### src/sv/frame_filter_rssi_table_top_macros.svh
// ----------------------------------------------------------------------------
// frame filter rssi table assertion macros
// concurrent assertion helpers used by the top level rtl file of the block
// ----------------------------------------------------------------------------
`ifndef FRAME_FILTER_RSSI_TABLE_TOP_MACROS_SVH
`define FRAME_FILTER_RSSI_TABLE_TOP_MACROS_SVH

`ifndef NO_ASSERTIONS

// same-cycle implication
`define FFRT_ASSERT_IMPL(label, clk, rst, ante, cons) \
   label: assert property (@(posedge clk) disable iff (rst) (ante) |-> (cons)) \
      else $error("ffrt assertion failed");

// next-cycle implication
`define FFRT_ASSERT_NEXT(label, clk, rst, ante, cons) \
   label: assert property (@(posedge clk) disable iff (rst) (ante) |=> (cons)) \
      else $error("ffrt assertion failed");

`else

`define FFRT_ASSERT_IMPL(label, clk, rst, ante, cons)
`define FFRT_ASSERT_NEXT(label, clk, rst, ante, cons)

`endif

`endif

### src/sv/ffrt_pkg.sv
// ----------------------------------------------------------------------------
// ffrt_pkg
// shared constants and types of the frame filter and strength table
// ----------------------------------------------------------------------------
package ffrt_pkg;

   // defaults of the top level parameters
   localparam int ENTRIES_DEF       = 16;
   localparam int MIN_FRAME_LEN_DEF = 32;
   localparam int QUEUE_DEPTH_DEF   = 2;

   // field widths
   localparam int LEN_W  = 12;
   localparam int BYTE_W = 8;
   localparam int ORG_W  = 24;
   localparam int MAC_W  = 48;
   localparam int RSSI_W = 8;
   localparam int ENTRY_W = MAC_W + RSSI_W;

   // opcodes
   localparam logic OP_OBSERVE = 1'b0;
   localparam logic OP_LOOKUP  = 1'b1;

   // vendor signature
   localparam logic [BYTE_W-1:0] CAT_VENDOR  = 8'd127;
   localparam logic [BYTE_W-1:0] ELEM_VENDOR = 8'd221;
   localparam logic [BYTE_W-1:0] VENDOR_TYPE = 8'd4;
   localparam logic [ORG_W-1:0]  VENDOR_OUI  = 24'h18FE34;

   // classified command between front and back
   typedef struct packed {
      logic                     lookup;
      logic                     pass;
      logic [MAC_W-1:0]         mac;
      logic signed [RSSI_W-1:0] rssi;
   } cmd_type;

   typedef enum logic {
      BACK_IDLE,
      BACK_SEARCH
   } back_state_type;

endpackage

### src/sv/ffrt_ram.sv
// ----------------------------------------------------------------------------
// ffrt_ram
// generic simple dual port ram, one write port, one registered read port
// ----------------------------------------------------------------------------
module ffrt_ram #(
   parameter int WIDTH = 8,
   parameter int DEPTH = 16
) (
   input  logic                     clock,
   input  logic                     wr_en,
   input  logic [$clog2(DEPTH)-1:0] wr_addr,
   input  logic [WIDTH-1:0]         wr_data,
   input  logic                     rd_en,
   input  logic [$clog2(DEPTH)-1:0] rd_addr,
   output logic [WIDTH-1:0]         rd_data
);

   logic [WIDTH-1:0] mem_ff [DEPTH];
   logic [WIDTH-1:0] rd_data_ff;

   always_ff @(posedge clock) begin
      if (wr_en) begin
         mem_ff[wr_addr] <= wr_data;
      end
      if (rd_en) begin
         rd_data_ff <= mem_ff[rd_addr];
      end
   end

   assign rd_data = rd_data_ff;

endmodule

### src/sv/ffrt_front.sv
// ----------------------------------------------------------------------------
// ffrt_front
// request intake: checks the vendor signature and builds one command
// ----------------------------------------------------------------------------
module ffrt_front #(
   parameter int MIN_FRAME_LEN = ffrt_pkg::MIN_FRAME_LEN_DEF
) (
   input  logic                                  req_valid,
   output logic                                  req_ready,
   input  logic                                  req_op,
   input  logic [ffrt_pkg::LEN_W-1:0]            req_frame_len,
   input  logic [ffrt_pkg::BYTE_W-1:0]           req_category_code,
   input  logic [ffrt_pkg::ORG_W-1:0]            req_header_org,
   input  logic [ffrt_pkg::BYTE_W-1:0]           req_element_id,
   input  logic [ffrt_pkg::ORG_W-1:0]            req_element_org,
   input  logic [ffrt_pkg::BYTE_W-1:0]           req_element_type,
   input  logic [ffrt_pkg::MAC_W-1:0]            req_src_mac,
   input  logic signed [ffrt_pkg::RSSI_W-1:0]    req_signal_dbm,
   input  logic [ffrt_pkg::MAC_W-1:0]            req_query_mac,
   input  logic                                  q_ready,
   output logic                                  q_push,
   output ffrt_pkg::cmd_type                     q_cmd
);

   logic sig_ok;

   assign sig_ok = (req_frame_len >= ffrt_pkg::LEN_W'(MIN_FRAME_LEN))
                && (req_category_code == ffrt_pkg::CAT_VENDOR)
                && (req_header_org == ffrt_pkg::VENDOR_OUI)
                && (req_element_id == ffrt_pkg::ELEM_VENDOR)
                && (req_element_org == ffrt_pkg::VENDOR_OUI)
                && (req_element_type == ffrt_pkg::VENDOR_TYPE);

   assign req_ready = q_ready;
   assign q_push    = req_valid && q_ready;

   always_comb begin
      q_cmd.lookup = (req_op == ffrt_pkg::OP_LOOKUP);
      q_cmd.pass   = (req_op == ffrt_pkg::OP_OBSERVE) && sig_ok;
      q_cmd.mac    = (req_op == ffrt_pkg::OP_LOOKUP) ? req_query_mac : req_src_mac;
      q_cmd.rssi   = req_signal_dbm;
   end

endmodule

### src/sv/ffrt_queue.sv
// ----------------------------------------------------------------------------
// ffrt_queue
// short command fifo between intake and execution
// ----------------------------------------------------------------------------
module ffrt_queue #(
   parameter int DEPTH = ffrt_pkg::QUEUE_DEPTH_DEF
) (
   input  logic              clock,
   input  logic              reset,
   input  logic              push,
   input  ffrt_pkg::cmd_type push_cmd,
   output logic              not_full,
   input  logic              pop,
   output logic              not_empty,
   output ffrt_pkg::cmd_type pop_cmd
);

   localparam int PTR_W = $clog2(DEPTH);
   localparam int CNT_W = $clog2(DEPTH + 1);
   localparam logic [PTR_W-1:0] LAST_PTR = PTR_W'(DEPTH - 1);
   localparam logic [CNT_W-1:0] FULL_CNT = CNT_W'(DEPTH);

   ffrt_pkg::cmd_type mem_ff [DEPTH];
   logic [PTR_W-1:0]  wr_ptr_ff, wr_ptr_in;
   logic [PTR_W-1:0]  rd_ptr_ff, rd_ptr_in;
   logic [CNT_W-1:0]  count_ff, count_in;
   logic              do_push, do_pop;

   assign not_full  = (count_ff != FULL_CNT);
   assign not_empty = (count_ff != '0);
   assign do_push   = push && not_full;
   assign do_pop    = pop && not_empty;
   assign pop_cmd   = mem_ff[rd_ptr_ff];

   always_comb begin
      wr_ptr_in = wr_ptr_ff;
      rd_ptr_in = rd_ptr_ff;
      count_in  = count_ff;
      if (do_push) begin
         wr_ptr_in = (wr_ptr_ff == LAST_PTR) ? '0 : wr_ptr_ff + 1'b1;
      end
      if (do_pop) begin
         rd_ptr_in = (rd_ptr_ff == LAST_PTR) ? '0 : rd_ptr_ff + 1'b1;
      end
      if (do_push && !do_pop) begin
         count_in = count_ff + 1'b1;
      end else if (do_pop && !do_push) begin
         count_in = count_ff - 1'b1;
      end
   end

   always_ff @(posedge clock) begin
      if (reset) begin
         wr_ptr_ff <= '0;
         rd_ptr_ff <= '0;
         count_ff  <= '0;
      end else begin
         wr_ptr_ff <= wr_ptr_in;
         rd_ptr_ff <= rd_ptr_in;
         count_ff  <= count_in;
      end
   end

   always_ff @(posedge clock) begin
      if (do_push) begin
         mem_ff[wr_ptr_ff] <= push_cmd;
      end
   end

endmodule

### src/sv/ffrt_back.sv
// ----------------------------------------------------------------------------
// ffrt_back
// command execution: ring writes, newest-first search, result register
// ----------------------------------------------------------------------------
module ffrt_back #(
   parameter int ENTRIES = ffrt_pkg::ENTRIES_DEF
) (
   input  logic                               clock,
   input  logic                               reset,
   input  logic                               q_valid,
   input  ffrt_pkg::cmd_type                  q_cmd,
   output logic                               q_pop,
   output logic                               busy,
   output logic                               rsp_valid,
   input  logic                               rsp_ready,
   output logic                               rsp_accepted,
   output logic                               rsp_hit,
   output logic signed [ffrt_pkg::RSSI_W-1:0] rsp_rssi_out
);

   localparam int IDX_W = $clog2(ENTRIES);
   localparam int CNT_W = $clog2(ENTRIES + 1);
   localparam logic [IDX_W-1:0] LAST_IDX = IDX_W'(ENTRIES - 1);
   localparam logic [CNT_W-1:0] FULL_CNT = CNT_W'(ENTRIES);

   ffrt_pkg::back_state_type state_ff, state_in;

   logic [IDX_W-1:0] write_slot_ff;
   logic [CNT_W-1:0] fill_ff;
   logic [IDX_W-1:0] addr_ff;
   logic [CNT_W-1:0] remain_ff;
   logic             rd_valid_ff;
   logic             rd_last_ff;
   logic [ffrt_pkg::MAC_W-1:0] query_ff;

   logic rsp_valid_ff;
   logic rsp_accepted_ff;
   logic rsp_hit_ff;
   logic signed [ffrt_pkg::RSSI_W-1:0] rsp_rssi_ff;

   logic out_free, start, found, exhausted;
   logic ram_we, ram_re;
   logic [ffrt_pkg::ENTRY_W-1:0] ram_wdata, ram_rdata;
   logic load, load_accepted, load_hit;
   logic signed [ffrt_pkg::RSSI_W-1:0] load_rssi;

   function automatic logic [IDX_W-1:0] idx_dec(input logic [IDX_W-1:0] a);
      return (a == '0) ? LAST_IDX : a - 1'b1;
   endfunction

   function automatic logic [IDX_W-1:0] idx_inc(input logic [IDX_W-1:0] a);
      return (a == LAST_IDX) ? '0 : a + 1'b1;
   endfunction

   ffrt_ram #(
      .WIDTH (ffrt_pkg::ENTRY_W),
      .DEPTH (ENTRIES)
   ) u_ring (
      .clock   (clock),
      .wr_en   (ram_we),
      .wr_addr (write_slot_ff),
      .wr_data (ram_wdata),
      .rd_en   (ram_re),
      .rd_addr (addr_ff),
      .rd_data (ram_rdata)
   );

   assign out_free  = !rsp_valid_ff || rsp_ready;
   assign start     = (state_ff == ffrt_pkg::BACK_IDLE) && q_valid && out_free;
   assign found     = rd_valid_ff
                   && (ram_rdata[ffrt_pkg::ENTRY_W-1:ffrt_pkg::RSSI_W] == query_ff);
   assign exhausted = rd_valid_ff && rd_last_ff;
   assign ram_wdata = {q_cmd.mac, q_cmd.rssi};

   // next state
   always_comb begin
      state_in = state_ff;
      unique case (state_ff)
         ffrt_pkg::BACK_IDLE: begin
            if (start && q_cmd.lookup && (fill_ff != '0)) begin
               state_in = ffrt_pkg::BACK_SEARCH;
            end
         end
         ffrt_pkg::BACK_SEARCH: begin
            if (found || exhausted) begin
               state_in = ffrt_pkg::BACK_IDLE;
            end
         end
         default: state_in = ffrt_pkg::BACK_IDLE;
      endcase
   end

   // state outputs
   always_comb begin
      q_pop         = 1'b0;
      ram_we        = 1'b0;
      ram_re        = 1'b0;
      load          = 1'b0;
      load_accepted = 1'b0;
      load_hit      = 1'b0;
      load_rssi     = '0;
      unique case (state_ff)
         ffrt_pkg::BACK_IDLE: begin
            q_pop         = start;
            ram_we        = start && !q_cmd.lookup && q_cmd.pass;
            load          = start && (!q_cmd.lookup || (fill_ff == '0));
            load_accepted = !q_cmd.lookup && q_cmd.pass;
         end
         ffrt_pkg::BACK_SEARCH: begin
            ram_re   = (remain_ff != '0);
            load     = found || exhausted;
            load_hit = found;
            if (found) begin
               load_rssi = signed'(ram_rdata[ffrt_pkg::RSSI_W-1:0]);
            end
         end
         default: begin
            q_pop = 1'b0;
         end
      endcase
   end

   always_ff @(posedge clock) begin
      if (reset) begin
         state_ff      <= ffrt_pkg::BACK_IDLE;
         write_slot_ff <= '0;
         fill_ff       <= '0;
         remain_ff     <= '0;
         rd_valid_ff   <= 1'b0;
         rd_last_ff    <= 1'b0;
         rsp_valid_ff  <= 1'b0;
      end else begin
         state_ff    <= state_in;
         rd_valid_ff <= ram_re;
         rd_last_ff  <= ram_re && (remain_ff == CNT_W'(1));
         if (ram_we) begin
            write_slot_ff <= idx_inc(write_slot_ff);
            if (fill_ff != FULL_CNT) begin
               fill_ff <= fill_ff + 1'b1;
            end
         end
         if (start) begin
            remain_ff <= fill_ff;
         end else if (ram_re) begin
            remain_ff <= remain_ff - 1'b1;
         end
         if (load) begin
            rsp_valid_ff <= 1'b1;
         end else if (rsp_ready) begin
            rsp_valid_ff <= 1'b0;
         end
      end
   end

   always_ff @(posedge clock) begin
      if (start) begin
         query_ff <= q_cmd.mac;
         addr_ff  <= idx_dec(write_slot_ff);
      end else if (ram_re) begin
         addr_ff  <= idx_dec(addr_ff);
      end
      if (load) begin
         rsp_accepted_ff <= load_accepted;
         rsp_hit_ff      <= load_hit;
         rsp_rssi_ff     <= load_rssi;
      end
   end

   assign busy         = (state_ff == ffrt_pkg::BACK_SEARCH);
   assign rsp_valid    = rsp_valid_ff;
   assign rsp_accepted = rsp_accepted_ff;
   assign rsp_hit      = rsp_hit_ff;
   assign rsp_rssi_out = rsp_rssi_ff;

endmodule

### src/sv/frame_filter_rssi_table_top.sv
// ----------------------------------------------------------------------------
// frame_filter_rssi_table_top
// vendor frame filter with a ring of recent source addresses and strengths
// ----------------------------------------------------------------------------
// usage
//   req_ channel: one transfer per operation. op observe checks the header
//   fields against the vendor signature and, on a pass, stores src_mac and
//   signal_dbm in the ring (oldest slot overwritten when full). op lookup
//   searches the held entries newest first for query_mac.
//   rsp_ channel: exactly one transfer per request, in request order.
//   accepted for observe, hit and rssi_out for lookup, the rest zero.
// throughput and search
//   observe: result through the command queue and the result register, one
//   per cycle sustained while rsp_ready stays high. lookup: the search
//   walks the held entries newest first up to the newest match, all held
//   entries on a miss; the single read port of the ring memory steps one
//   entry per cycle, and the back end takes no other command meanwhile.
//   an empty ring answers a lookup like an observe.
// reset and stall
//   reset empties the ring and the command queue; no clearing pass. a
//   stalled rsp_ready holds the result and the back end, requests keep
//   being taken until the command queue is full.
// ----------------------------------------------------------------------------
`include "frame_filter_rssi_table_top_macros.svh"

module frame_filter_rssi_table_top #(
   parameter int ENTRIES       = ffrt_pkg::ENTRIES_DEF,
   parameter int MIN_FRAME_LEN = ffrt_pkg::MIN_FRAME_LEN_DEF,
   parameter int QUEUE_DEPTH   = ffrt_pkg::QUEUE_DEPTH_DEF
) (
   input  logic                               clock,
   input  logic                               reset,
   // request channel
   input  logic                               req_valid,
   output logic                               req_ready,
   input  logic                               req_op,
   input  logic [ffrt_pkg::LEN_W-1:0]         req_frame_len,
   input  logic [ffrt_pkg::BYTE_W-1:0]        req_category_code,
   input  logic [ffrt_pkg::ORG_W-1:0]         req_header_org,
   input  logic [ffrt_pkg::BYTE_W-1:0]        req_element_id,
   input  logic [ffrt_pkg::ORG_W-1:0]         req_element_org,
   input  logic [ffrt_pkg::BYTE_W-1:0]        req_element_type,
   input  logic [ffrt_pkg::MAC_W-1:0]         req_src_mac,
   input  logic signed [ffrt_pkg::RSSI_W-1:0] req_signal_dbm,
   input  logic [ffrt_pkg::MAC_W-1:0]         req_query_mac,
   // response channel
   output logic                               rsp_valid,
   input  logic                               rsp_ready,
   output logic                               rsp_accepted,
   output logic                               rsp_hit,
   output logic signed [ffrt_pkg::RSSI_W-1:0] rsp_rssi_out
);

   // classified command path
   ffrt_pkg::cmd_type push_cmd;
   ffrt_pkg::cmd_type pop_cmd;
   logic              q_push;
   logic              q_not_full;
   logic              q_not_empty;
   logic              q_pop;
   logic              back_busy;

   // intake and signature check
   ffrt_front #(
      .MIN_FRAME_LEN (MIN_FRAME_LEN)
   ) u_front (
      .req_valid         (req_valid),
      .req_ready         (req_ready),
      .req_op            (req_op),
      .req_frame_len     (req_frame_len),
      .req_category_code (req_category_code),
      .req_header_org    (req_header_org),
      .req_element_id    (req_element_id),
      .req_element_org   (req_element_org),
      .req_element_type  (req_element_type),
      .req_src_mac       (req_src_mac),
      .req_signal_dbm    (req_signal_dbm),
      .req_query_mac     (req_query_mac),
      .q_ready           (q_not_full),
      .q_push            (q_push),
      .q_cmd             (push_cmd)
   );

   // decouples intake from a long search
   ffrt_queue #(
      .DEPTH (QUEUE_DEPTH)
   ) u_queue (
      .clock     (clock),
      .reset     (reset),
      .push      (q_push),
      .push_cmd  (push_cmd),
      .not_full  (q_not_full),
      .pop       (q_pop),
      .not_empty (q_not_empty),
      .pop_cmd   (pop_cmd)
   );

   // ring memory, search sequencer and result register
   ffrt_back #(
      .ENTRIES (ENTRIES)
   ) u_back (
      .clock        (clock),
      .reset        (reset),
      .q_valid      (q_not_empty),
      .q_cmd        (pop_cmd),
      .q_pop        (q_pop),
      .busy         (back_busy),
      .rsp_valid    (rsp_valid),
      .rsp_ready    (rsp_ready),
      .rsp_accepted (rsp_accepted),
      .rsp_hit      (rsp_hit),
      .rsp_rssi_out (rsp_rssi_out)
   );

   // an observe result never carries lookup fields
   `FFRT_ASSERT_IMPL(a_observe_clean, clock, reset,
      rsp_valid && rsp_accepted, !rsp_hit && (rsp_rssi_out == 8'sd0))

   // a miss reports zero strength
   `FFRT_ASSERT_IMPL(a_miss_zero, clock, reset,
      rsp_valid && !rsp_hit, rsp_rssi_out == 8'sd0)

   // every popped command either answers at once or starts a search
   `FFRT_ASSERT_NEXT(a_pop_progress, clock, reset,
      q_pop, rsp_valid || back_busy)

endmodule

### config.mk
export PLATFORM = sky130hd
export DESIGN_NAME = frame_filter_rssi_table_top
export DESIGN_NICKNAME = d
export VERILOG_FILES = /design/src/sv/ffrt_pkg.sv /design/src/sv/ffrt_ram.sv /design/src/sv/ffrt_front.sv /design/src/sv/ffrt_queue.sv /design/src/sv/ffrt_back.sv /design/src/sv/frame_filter_rssi_table_top.sv
export VERILOG_INCLUDE_DIRS = /design/src /design/src/sv
export SDC_FILE = /design/constraint.sdc
export NUM_CORES = 1
export LEC_CHECK = 0
export BUFFER_PORTS_ARGS = -buffer_cell sky130_fd_sc_hd__clkbuf_2
export CAP_MARGIN = 20
export CORE_MARGIN = 8
export CORE_UTILIZATION = 39
export DETAILED_ROUTE_END_ITERATION = 10
export GPL_TIMING_DRIVEN = 1
export PLACE_DENSITY = 0.54
export SYNTH_ARGS = -nofsm -noshare
export SYNTH_HDL_FRONTEND = slang
export SYNTH_SLANG_ARGS = --single-unit
### constraint.sdc
create_clock -name clock -period 11.3 [get_ports clock]
set_clock_uncertainty 0.15 [all_clocks]
set_input_delay 1.695 -clock clock [delete_from_list [all_inputs] [get_ports clock]]
set_output_delay 1.695 -clock clock [all_outputs]
set_load 0.05 [all_outputs]
======== After elaboration in Yosys (flattened, before gate mapping) ========
Memories as Yosys holds them, arrays and structs flattened. A register that Yosys moved wholly into a read port is not among the register bits.
Cells that the tools add are included.
Widths: inputs -> output; s select.
word-level totals
  register bits ........................... 84
  latch bits .............................. 0
  bits in writable memories ............... 1012
  bits in read-only memories .............. 0
  input port bits ......................... 193
  output and inout bits ................... 12
  word-level logic and storage cells ...... 106
  memories ................................ 2
memories
  memory                words  bits a word  read ports  clocked after memory_dff  wr ports  line              RTL
  u_back.u_ring.mem_ff  16     56           1           1                         1         ffrt_ram.sv:18    logic [WIDTH-1:0] mem_ff [DEPTH];
  u_queue.mem_ff        2      58           1           1                         1         ffrt_queue.sv:23  ffrt_pkg::cmd_type mem_ff [DEPTH];
cells by class
  add/subtract/negate cells ............... 9
  $mul .................................... 0
  divide/modulo/power cells ............... 0
  order comparisons ....................... 1
  eq/ne operators ......................... 10
  shifts and indexed selects .............. 0
  mux-type cells .......................... 27
  bitwise logic cells ..................... 2
  reduce and logical (&&, ||, !) cells .... 40
operators with widths
  kind                  number
  $eq 24x21->1 const B  2
  $eq 48x48->1          1
  $mux 48               1
  $logic_and 1x1->1     22
  $mux 4                5
  $mux 1                15
  $ge 12x6->1 const B   1
  $mux 5                2
  $reduce_bool 5->1     2
  $eq 8x3->1 const B    1
  $eq 8x7->1 const B    1
  $eq 8x8->1 const B    1
  $logic_not 4->1       2
  $reduce_bool 2->1     4
  $sub 4x1->4 const B   2
  $add 5x1->5 const B   1
  $eq 5x1->1 const B    1
  $logic_not 5->1       1
  $ne 5x5->1 const B    1
  $sub 5x1->5 const B   1
  $add 4x1->4 const B   1
  $eq 4x4->1 const B    1
  $logic_not 1->1       4
  $mux 2                2
  8 further kinds       14

======== Longest topological paths before layout ========
Gate-level depths: netlist of run 1.
  depth in word-level cells ............... 8
  gate-level depth with buffers ........... 11
  depth with buffers taken out ............ 7

======== Cells and area by module ========
Synthesis of run 1 repeated with hierarchy kept, for this count alone.
second synthesis, totals
  cell total of the unflattened synthesis .. 2055
  area total of the unflattened synthesis .. 44248.7 um2
modules (own cells, without submodules)
  module      instances  cells each  area an instance (um2)  sequential area each (um2)
  ffrt_ram    1          1445        35238.8                 28587.4
  ffrt_queue  1          204         4404.2                  3583.4
  ffrt_back   1          313         3748.6                  2222.1
  ffrt_front  1          93          857.1                   0.0

======== Least setup slack after synthesis of run 1 ========
No wires, ideal clock.
  path kind ............................... input -> register
  start point ............................. input rsp_ready
  end point ............................... memory u_back.u_ring.mem_ff[3][0] (netlist name), enable pin
  setup time .............................. 0.539 ns
  arrival time ............................ 6.325 ns
  required time ........................... 10.611 ns
  setup slack ............................. 4.286 ns
  stages on the path ...................... 5
  path buffers ............................ 1
  path through ............................ and2b_1 a2111oi_4 buf_6 nand2_1 nor3_1
on the way
  cells in the longest elaborated chain, start to end .. 7
RTL lines
  element                         line                               RTL
  start, declared                 frame_filter_rssi_table_top.sv:48  input logic rsp_ready,
  $logic_or 1x1->1                ffrt_back.sv:68                    assign out_free = !rsp_valid_ff || rsp_ready;
  $logic_and 1x1->1               ffrt_back.sv:69                    assign start = (state_ff == ffrt_pkg::BACK_IDLE) && q_valid && out_free;
  $logic_and 1x1->1 (2 in a row)  ffrt_back.sv:105                   ram_we = start && !q_cmd.lookup && q_cmd.pass;
  $mux 1                          ffrt_back.sv:102                   unique case (state_ff)
  $mux 1                          ffrt_ram.sv:22                     if (wr_en) begin
  $mux 1 (implied by the code)    ffrt_ram.sv:23                     mem_ff[wr_addr] <= wr_data;
  end, declared                   ffrt_ram.sv:18
No other way between the ends.

======== Final worst setup path of run 1 ========
  start point ............................. input rsp_ready
  end point ............................... memory u_back.u_ring.mem_ff[11][47] (netlist name), enable pin
Same word-level chain as after synthesis.

==> metrics, run 1 <==
Synth Net Count=2560; worst hold path type=flip-flop to flip-flop; ys async rst share=0%; Post-synth EDFFs=1130; top_reg_cell synth=edfxtp_1; Routed Antenna Nets=0; minimum clock period=4735 ps; H-tree depth=3; Post-Syn Instances=2355; Leak Pwr=17.02 nW; initial antenna violation count=2; RSZ-0062 raised after global routing=false; top cells by area, synth=edfxtp_1, mux4_2, mux2_2; GRT Util Overall=16.60%; Initial DRC Count=1858; CTS tree=done; CP Launch Type=primary input; clk sink count=1153; Yosys reg bits=1153; most common cell in the netlist=edfxtp_1; Fin Setup TNS=0 ps; share of cells above drive strength 1=26.15%; Placement Cell Area=0.04775 sq mm; DRT Pass-1 Iters=5; crit end category=flip-flop; postcts setup bufs=0; Mean Syn Cell Area=19.06 sq um; Pwr Total=0.01242 W; routability cong.=0.8214; outcome=finished, final reports clean; Congestion Overflow GR=0; Site Rows=124; Max-Cap Viols=0; DRT Wirelength=107300 microns; Clock transition at path regs=60 ps; CP Data Required Time=11450 ps; Vias/cell=5.381; Final Util=45.11%; number of global-route vias before repair=23910; first-pass GRT wire length=157000 microns; area growth from synthesis to layout=14.76%; final setup fails=0; FMAX=211.2 MHz; Finished Cell Area=0.05151 sq mm; Crit Path Category=primary input to flip-flop; Critical Path AT=4880 ps; clk_lat worst skew=680 ps; Die X-Extent=355.3 microns; largest net degree at the start of global routing=114; crit-path max FO=32; Seq/Total Area, Yosys=76.62%; DRC Markers=0; IR drop worst, VDD=0.0002080 V; DIE AREA=0.1262 sq mm; leading area contributor after synthesis=edfxtp_1; Synth top area share=75.60%; PostCTS Resize Cnt=0; pre-CTS WS=5862 ps; cts bufs inserted=118; Worst-Margin Slew=1161 ps; Die Y=355.3 microns; hpwl dp=57100 microns; Yosys warnings=0; CTS root buf=clkbuf_16; Worst slew margin=22.40%; wire per inst=25.44 microns; Pwr per Cell Area=241.2 mW/mm^2; cts hold-fix bufs=0; fin. max-slew vios=0; I/O Buffers=199; period utilization=41.90%; mapped cell area=0.04489 sq mm; IO Count=205; Synth cell types=60; Vias=22690; Final Hold Viols=0; Final nets=2812; core area=0.1142 sq mm; final setup margin=6565 ps; most frequent cells after synthesis=edfxtp_1, mux2i_1, mux2_2, mux4_2, o21ai_0; Bufs on Longest Clock Path=3; Initial Utilization=39.31%
==> power by group <==
group / internal, W / total, W / switching [W]
registers: 0.00538 / 0.00550 / 0.000118
logic: 0.00114 / 0.00319 / 0.00204
clock network: 0.00216 / 0.00374 / 0.00157
==> registers in the layout, summed over array words and instances (netlist names), 4 cells and up, named ones only <==
name	flops
u_queue.mem_ff	116
u_back.remain_ff	5
u_back.write_slot_ff	4
u_back.rsp_rssi_out	8
u_back.fill_ff	5
u_back.addr_ff	4
u_back.query_ff	48
u_back.u_ring.rd_data	56
u_back.u_ring.mem_ff	896
==> metrics by stage <==
step	instances	hold slack (ps)
global route	4217	356.8
global placement	3997	304.2
detailed placement	3997	316.8
floorplan	2355	293.4
CTS	4214	325.3
finish	4217	349.5
==> logic make-up (layout without fill, tap and decap cells) <==
group | Yosys count | in the layout | synth area share, %
fa+ha+maj | 12 | 12 | 0.3345
compound gates | 321 | 321 | 4.546
flops | 1153 | 1153 | 76.62
simple gates | 227 | 227 | 2.581
other cells | 0 | 1 | 0
xor+xnor | 52 | 52 | 1.015
mux | 445 | 445 | 13.49
buf+inv | 145 | 494 | 1.410
==> cell type report <==
class                   instances  area, sq um
fillers                      9834        62680
well taps                    1512         1892
repair buffers                244         1369
inverters                      33        123.9
diodes                          1        2.502
flip-flops and latches       1153        34400
clock inverters                64        531.8
clock buffers                 153         3189
multi-input cells            1057        10010
==> worst paths after layout <==
| path | start | to | slack (ps) | cells past startpoint |
|---|---|---|---|---|
| max | rsp_ready | u_back.u_ring.mem_ff[11][47] | 6570 | 6 |
| min | u_back.remain_ff[4] | u_back.remain_ff[4] | 350 | 2 |
| max reg2reg | u_back.addr_ff[2] | u_back.u_ring.rd_data[7] | 6650 | 8 |
| min reg2reg | u_back.remain_ff[4] | u_back.remain_ff[4] | 350 | 2 |
==> critical path: stages <==
cell	delay, ps
clkbuf_2	70
and2b_1	220
a2111oi_4	710
nand2_1	470
nor2_4	990
buf_4	690
==> cell usage in the layout, fill, tap and decap left out, types with 5 or more instances in the layout <==
cell type,synthesis,final
a21oi_1,69,69
a221oi_1,56,56
a22oi_1,56,56
buf_4,12,44
bufinv_16,0,8
clkbuf_1,62,29
clkbuf_16,0,122
clkbuf_2,0,198
clkinv_1,1,23
clkinv_2,0,21
dfxtp_1,23,22
edfxtp_1,1130,1130
ha_1,12,12
inv_1,32,31
inv_6,0,5
mux2_2,160,160
mux2i_1,173,173
mux4_2,112,112
nand2_1,16,16
nand2b_1,15,14
nand3_1,7,7
nand4_1,24,24
nor2_1,102,87
nor2_4,0,15
nor3_1,12,8
nor4_1,22,22
o21ai_0,107,107
o21ai_1,11,11
xnor2_1,36,36
xor2_1,16,16
==> metal layers <==
layer | vias to the layer above | track usage (%) | wire length [microns] | part of all wire, %
met3 | 173 | 2.569 | 5101 | 4.8
met2 | 587 | 28.61 | 53470 | 50
li1 | 10100 | - | - | -
met4 | 0 | 4.231 | 2154 | 2.0
met1 | 11830 | 22.00 | 46560 | 43
met5 | - | 0 | 0 | 0
Note: power is estimated with default switching activity, not from simulation.
==> inputs of run 2 (changes only) <==
clock period = 4.5 ns   (was 11.3 ns; I/O delays follow)
==> run 2 against run 1 <==
Effect of this change: flip-flop and latch count stayed put; combinational power grew to 2.6 times the previous value; core utilization is 0.37 points higher; total power grew to 2.5 times the previous value; cell count is 0.52% higher; via count is 0.40% lower; count of clock-buffer cells in the layout is 16 lower; die area stayed put; worst hold slack worse by 280 ps; largest cell class unchanged.
==> metrics, run 2 (synthesized netlist as in run 1, its figures left out) <==
Clock transition at path regs=60 ps (about the same); area growth from synthesis to layout=15.69%; Bufs on Longest Clock Path=3 (unchanged); FMAX=292.2 MHz; Final nets=2834 (+0.78%); cts bufs inserted=116 (-1.7%); crit-path max FO=10 (-69%); Initial Utilization=39.31% (unchanged); slowest stage delay, CP=910 ps (-80 ps); commonest non-fill, non-tap cells in the layout=edfxtp_1, clkbuf_2, mux2i_1, mux2_2, clkbuf_16; Finished Cell Area=0.05193 sq mm (+0.81%); FF-to-FF Start=u_back.query_ff[46]; Fin Setup TNS=0 ps (unchanged); core area=0.1142 sq mm (unchanged); Gate power share=26.1% (+0.4 points); Vias/cell=5.331 (-0.92%); GRT Util Overall=16.25% (-0.35 points); CP bufs+invs=0 (-2); minimum clock period=3423 ps; DRT Wirelength=104600 microns (-2.5%); outcome=finished, final reports clean; I/O Buffers=199 (unchanged); RSZ-0062 raised after global routing=false; Routed Antenna Nets=0 (unchanged); CP Launch Type=flip-flop; IO Count=205 (unchanged); Filler Cell Count=9800 (-0.35%); Placement Cell Area=0.04814 sq mm (+0.81%); routability cong.=0.7899 (-3.8%); IR drop worst, VDD=0.0003312 V (+59%); cell-by-cell trace of the critical path=xnor2_1, or4bb_1, nor4_1, nand4_1, a21oi_1; PostCTS Resize Cnt=0 (unchanged); CP top delay family=simple AND/OR/NAND/NOR gates; largest net degree at the start of global routing=116 (+1.8%); wire per inst=24.68 microns (-3.0%); Site Rows=124 (unchanged); number of global-route vias before repair=23720 (-0.77%); Final Hold Viols=0 (unchanged); first-pass GRT wire length=154500 microns (-1.6%); Congestion Overflow GR=0 (unchanged); Sw Ratio=30.15% (+0.078 points); postcts setup bufs=0 (unchanged); CTS root buf=clkbuf_16; reg2reg path depth=5 (-3); final setup fails=0 (unchanged); commonest non-fill, non-tap cell in the layout=edfxtp_1; worst hold path type=primary input to flip-flop; Worst slew margin=22.68% (+0.28 points); hold depth=1 (-1); Hold EP=u_queue.mem_ff[1][6]; clk sink count=1153 (unchanged); DRT Pass-1 Iters=7 (+2); power share of the sequential group=44.0% (-0.3 points); Largest Register=u_back.u_ring.mem_ff; Internal=0.02193 W (+150%); clk_lat worst skew=690 ps (about the same); Max-Cap Viols=0 (unchanged); Crit Path Category=flip-flop to flip-flop; Leak Pwr=17.15 nW (+0.75%); Critical Path AT=3570 ps (-1310 ps); reg-to-reg slack, setup=1080 ps (-5570 ps); hpwl dp=57590 microns (+0.85%); DRC Markers=0 (unchanged); CP Data Required Time=4650 ps (-6800 ps); RR Endpoint=u_back.rsp_rssi_out[5]; DIE AREA=0.1262 sq mm (unchanged); clock power share=29.9% (-0.2 points); pre-CTS WS=1045 ps (-4817 ps); Vias=22600 (-0.40%); sw power=0.009468 W (+150%); final setup margin=1077 ps (-5488 ps); Worst-Margin Slew=1160 ps (-1.424 ps); crit end category=flip-flop; Slowest cell on crit path=a21oi_1; CTS tree=done; H-tree depth=3 (unchanged); Initial DRC Count=1714 (-7.8%); period utilization=76.06%; initial antenna violation count=2 (unchanged); Pwr per Cell Area=604.7 mW/mm^2 (+150%); Die X-Extent=355.3 microns (unchanged); Largest register FFs=896 (unchanged); min-delay src=req_signal_dbm[6]; fin. max-slew vios=0 (unchanged); Die Y=355.3 microns (unchanged); share of cells above drive strength 1=26.63% (+0.49 points)
==> run 2: cell count changes in the layout (fill, tap and decap cells not counted), sizes merged <==
| cell | previous run | this run |
|---|---|---|
| buf | 46 | 63 |
| bufinv | 8 | 11 |
| clkbuf | 351 | 335 |
| clkinv | 47 | 55 |
| clkinvlp | 4 | 7 |
| dlygate4sd3 | 0 | 7 |
==> run 2: area by class of cell <==
class                   instances  area (sq um)  area share [%]
well taps                    1512          1892           3.643
multi-input cells            1057         10030           19.31
diodes                          1         2.502        0.004819
clock buffers                 137          3003           5.783
inverters                      33         123.9          0.2385
flip-flops and latches       1153         34400           66.24
clock inverters                78         713.2           1.373
repair buffers                268          1772           3.412
==> run 2: worst max-delay path by stage <==
stage / startpoint / end / slack (ps) / cells past startpoint
after floorplan: rsp_ready / u_back.u_ring.mem_ff[15][0] / 8 / 5
after global placement: u_back.query_ff[46] / u_back.rsp_rssi_out[0] / 1060 / 5
after detailed placement: u_back.query_ff[46] / u_back.rsp_rssi_out[3] / 1040 / 5
after CTS: u_back.query_ff[46] / u_back.rsp_rssi_out[5] / 1020 / 5
after global routing: u_back.query_ff[46] / u_back.rsp_hit / 800 / 5
final: u_back.query_ff[46] / u_back.rsp_rssi_out[5] / 1080 / 5
==> run 2: power by group through the flow <==
stage                     sequential [W]  clock [W]  combinational (W)
after floorplan                   0.0140          0            0.00557
after global placement            0.0140          0            0.00812
after detailed placement          0.0141          0            0.00830
after CTS                         0.0138    0.00965            0.00835
after global routing              0.0139     0.0101            0.00894
final                             0.0138    0.00938            0.00820
==> run 2: through the flow <==
stage / instances / utilization, % / hold slack (ps) / power, W
global placement: 4016 / 42.16 / 299.4 / 0.02216
floorplan: 2355 / - / 293.4 / 0.01959
CTS: 4238 / 45.47 / 12.02 / 0.03183
global route: 4238 / 45.47 / 30.23 / 0.03288
finish: 4239 / 45.48 / 74.49 / 0.03140
detailed placement: 4016 / 42.16 / 323.2 / 0.02236
==> run 2: metal layers <==
layer | routed length [microns] | part of all wire (%) | global-route usage (%) | vias to the layer above
met3 | 4141 | 4.0 | 2.523 | 117
met5 | 0 | 0 | 0 | -
li1 | - | - | - | 10150
met2 | 52810 | 50 | 28.14 | 510
met1 | 46050 | 44 | 21.56 | 11830
met4 | 1641 | 1.6 | 3.778 | 0
==> run 2: timing repair <==
action	CTS	global route
hold buffers	7	0
hold endpoints to repair	14	0
setup endpoints to repair	0	0
==> inputs of run 3 (changes only) <==
PLACE_DENSITY = 0.56   (was 0.54)
clock period = 2.9 ns   (was 4.5 ns; I/O delays follow)
==> run 3 against run 2 <==
Effect of this change: critical path depth is 3 higher; cell area is 3.3% higher; count of clock-buffer cells in the layout is 14 higher; sequential power is 54% higher.
==> metrics, run 3 (synthesized netlist as in run 1, its figures left out) <==
fin. max-slew vios=0 (unchanged); Vias/cell=5.294 (-0.70%); Routed Antenna Nets=0 (unchanged); Worst-Margin Slew=807.0 ps (-352.8 ps); commonest non-fill, non-tap cells in the layout=edfxtp_1, clkbuf_2, mux2i_1, mux2_2, clkbuf_16; Site Rows=124 (unchanged); minimum clock period=2762 ps (-661.0 ps); Congestion Overflow GR=0 (unchanged); number of global-route vias before repair=24420 (+2.9%); cts bufs inserted=117 (+0.86%); met2 usage=28.73% (+0.59 points); share of cells above drive strength 1=26.76% (+0.13 points); worst hold path type=primary input to flip-flop; PostCTS Resize Cnt=0 (unchanged); IR drop worst, VDD=0.0006872 V (+110%); Largest Register=u_back.u_ring.mem_ff; Vias=23180 (+2.6%); Slowest cell on crit path=or4bb_1; GR Layer Usage met3=2.436% (-0.087 points); wire per inst=24.51 microns (-0.72%); GR peak layer=met2; GRT met1 Usage=22.51% (+0.94 points); Clock transition at path regs=60 ps (about the same); CP Launch Type=flip-flop; CTS tree=done; clk_lat worst skew=700 ps (about the same); largest net degree at the start of global routing=59 (-49%); Initial Utilization=39.31% (unchanged); Max-Cap Viols=0 (unchanged); crit end category=flip-flop; Pwr Total=0.04938 W (+57%); outcome=finished, final reports clean; reg-to-reg slack, setup=140 ps (-940 ps); Final nets=2980 (+5.2%); CP Data Required Time=3140 ps (-1510 ps); FMAX=362.1 MHz (+24%); Die X-Extent=355.3 microns (unchanged); Worst slew margin=46.20% (+24 points); cts hold-fix bufs=105 (+98); Crit Path Category=flip-flop to flip-flop; routability cong.=0.8276 (+4.8%); I/O Buffers=199 (unchanged); Final Hold Viols=0 (unchanged); Bufs on Longest Clock Path=3 (unchanged); final setup fails=0 (unchanged); GRT Util Overall=16.74% (+0.49 points); DRT Pass-1 Iters=6 (-1); first-pass GRT wire length=159300 microns (+3.0%); clk sink count=1153 (unchanged); RSZ-0062 raised after global routing=false; most frequent CP cell=buf_4; DIE AREA=0.1262 sq mm (unchanged); initial antenna violation count=1 (-1); Fin Setup TNS=0 ps (unchanged); postcts setup bufs=0 (unchanged); H-tree depth=3 (unchanged); Multi-input gate area=0.01009 sq mm (+0.67%); core area=0.1142 sq mm (unchanged); cell-by-cell trace of the critical path=xnor2_1, buf_4, or4bb_1, nor4_1, nand4_1, buf_4, a21oi_1, buf_4; slowest stage delay, CP=490 ps (-420 ps); area growth from synthesis to layout=19.51%; Critical Path AT=3000 ps (-570 ps); DRC Markers=0 (unchanged); Storage cell area=0.03440 sq mm (unchanged); period utilization=95.24% (+19 points); CTS root buf=clkbuf_16; crit-path max FO=10 (unchanged); Pwr per Cell Area=920.5 mW/mm^2 (+52%); Die Y=355.3 microns (unchanged); DRT Wirelength=107300 microns (+2.6%); IO Count=205 (unchanged); hpwl dp=61160 microns (+6.2%); Leak Pwr=17.88 nW (+4.3%); Largest register FFs=896 (unchanged); Filler Cell Count=9619 (-1.8%); commonest non-fill, non-tap cell in the layout=edfxtp_1; Initial DRC Count=1825 (+6.5%)
[run 3: cell types whose count changed in the layout (fill, tap and decap cells not counted), sizes merged]
cell and change:
clkinvlp -5, clkinv -10, dlygate4sd3 +98, buf +47
bufinv -4, clkbuf +14
[run 3: path summary, 6_finish.rpt]
check	cells past startpoint	end	start
max	8	u_back.rsp_rssi_out[5]	u_back.query_ff[38]
min	4	u_queue.mem_ff[1][56]	req_header_org[9]
max reg2reg	8	u_back.rsp_rssi_out[5]	u_back.query_ff[38]
min reg2reg	2	u_back.remain_ff[4]	u_back.remain_ff[4]
[run 3: through the flow]
stage | cell area [sq um] | worst slack [ps] | utilization (%) | cells | hold WS, ps
CTS | 53640 | 160.6 | 46.98 | 4378 | 18.81
global route | 53640 | 1.072 | 46.98 | 4378 | 42.65
finish | 53650 | 138.2 | 46.98 | 4379 | 78.02
floorplan | 45100 | -492.1 | - | 2355 | 293.4
global placement | 48940 | 112.4 | 42.86 | 4063 | 301.4
detailed placement | 48940 | 187.3 | 42.86 | 4063 | 330.5
[run 3: area by class of cell]
cell class                      count  area share, %
Clock buffer                      151          5.929
Inverter                           33         0.2332
Clock inverter                     59         0.8840
Tap cell                         1512          3.527
Multi-Input combinational cell   1057          18.82
Timing Repair Buffer              413          6.489
Sequential cell                  1153          64.12
Antenna cell                        1       0.004665
[run 3: report_power, final]
group	switching [W]	internal, W
registers	0.000393	0.0210
logic	0.00827	0.00536
clock network	0.00611	0.00830
total	0.0148	0.0346
[run 3: worst max-delay path: cells and delay by family (launching register included)]
kind,cells,cell delay [ps]
AND/OR/NAND/NOR,3,900
buffers and inverters,3,590
flip-flops,1,380
XOR/XNOR,1,280
AO/OA/AOI/OAI,1,130
[run 3: layer usage]
metal	share of wire, %	vias to the layer above
met4	2.1	0
met1	44	12050
li1	-	10420
met2	50	572
met3	4.4	146
met5	0	-
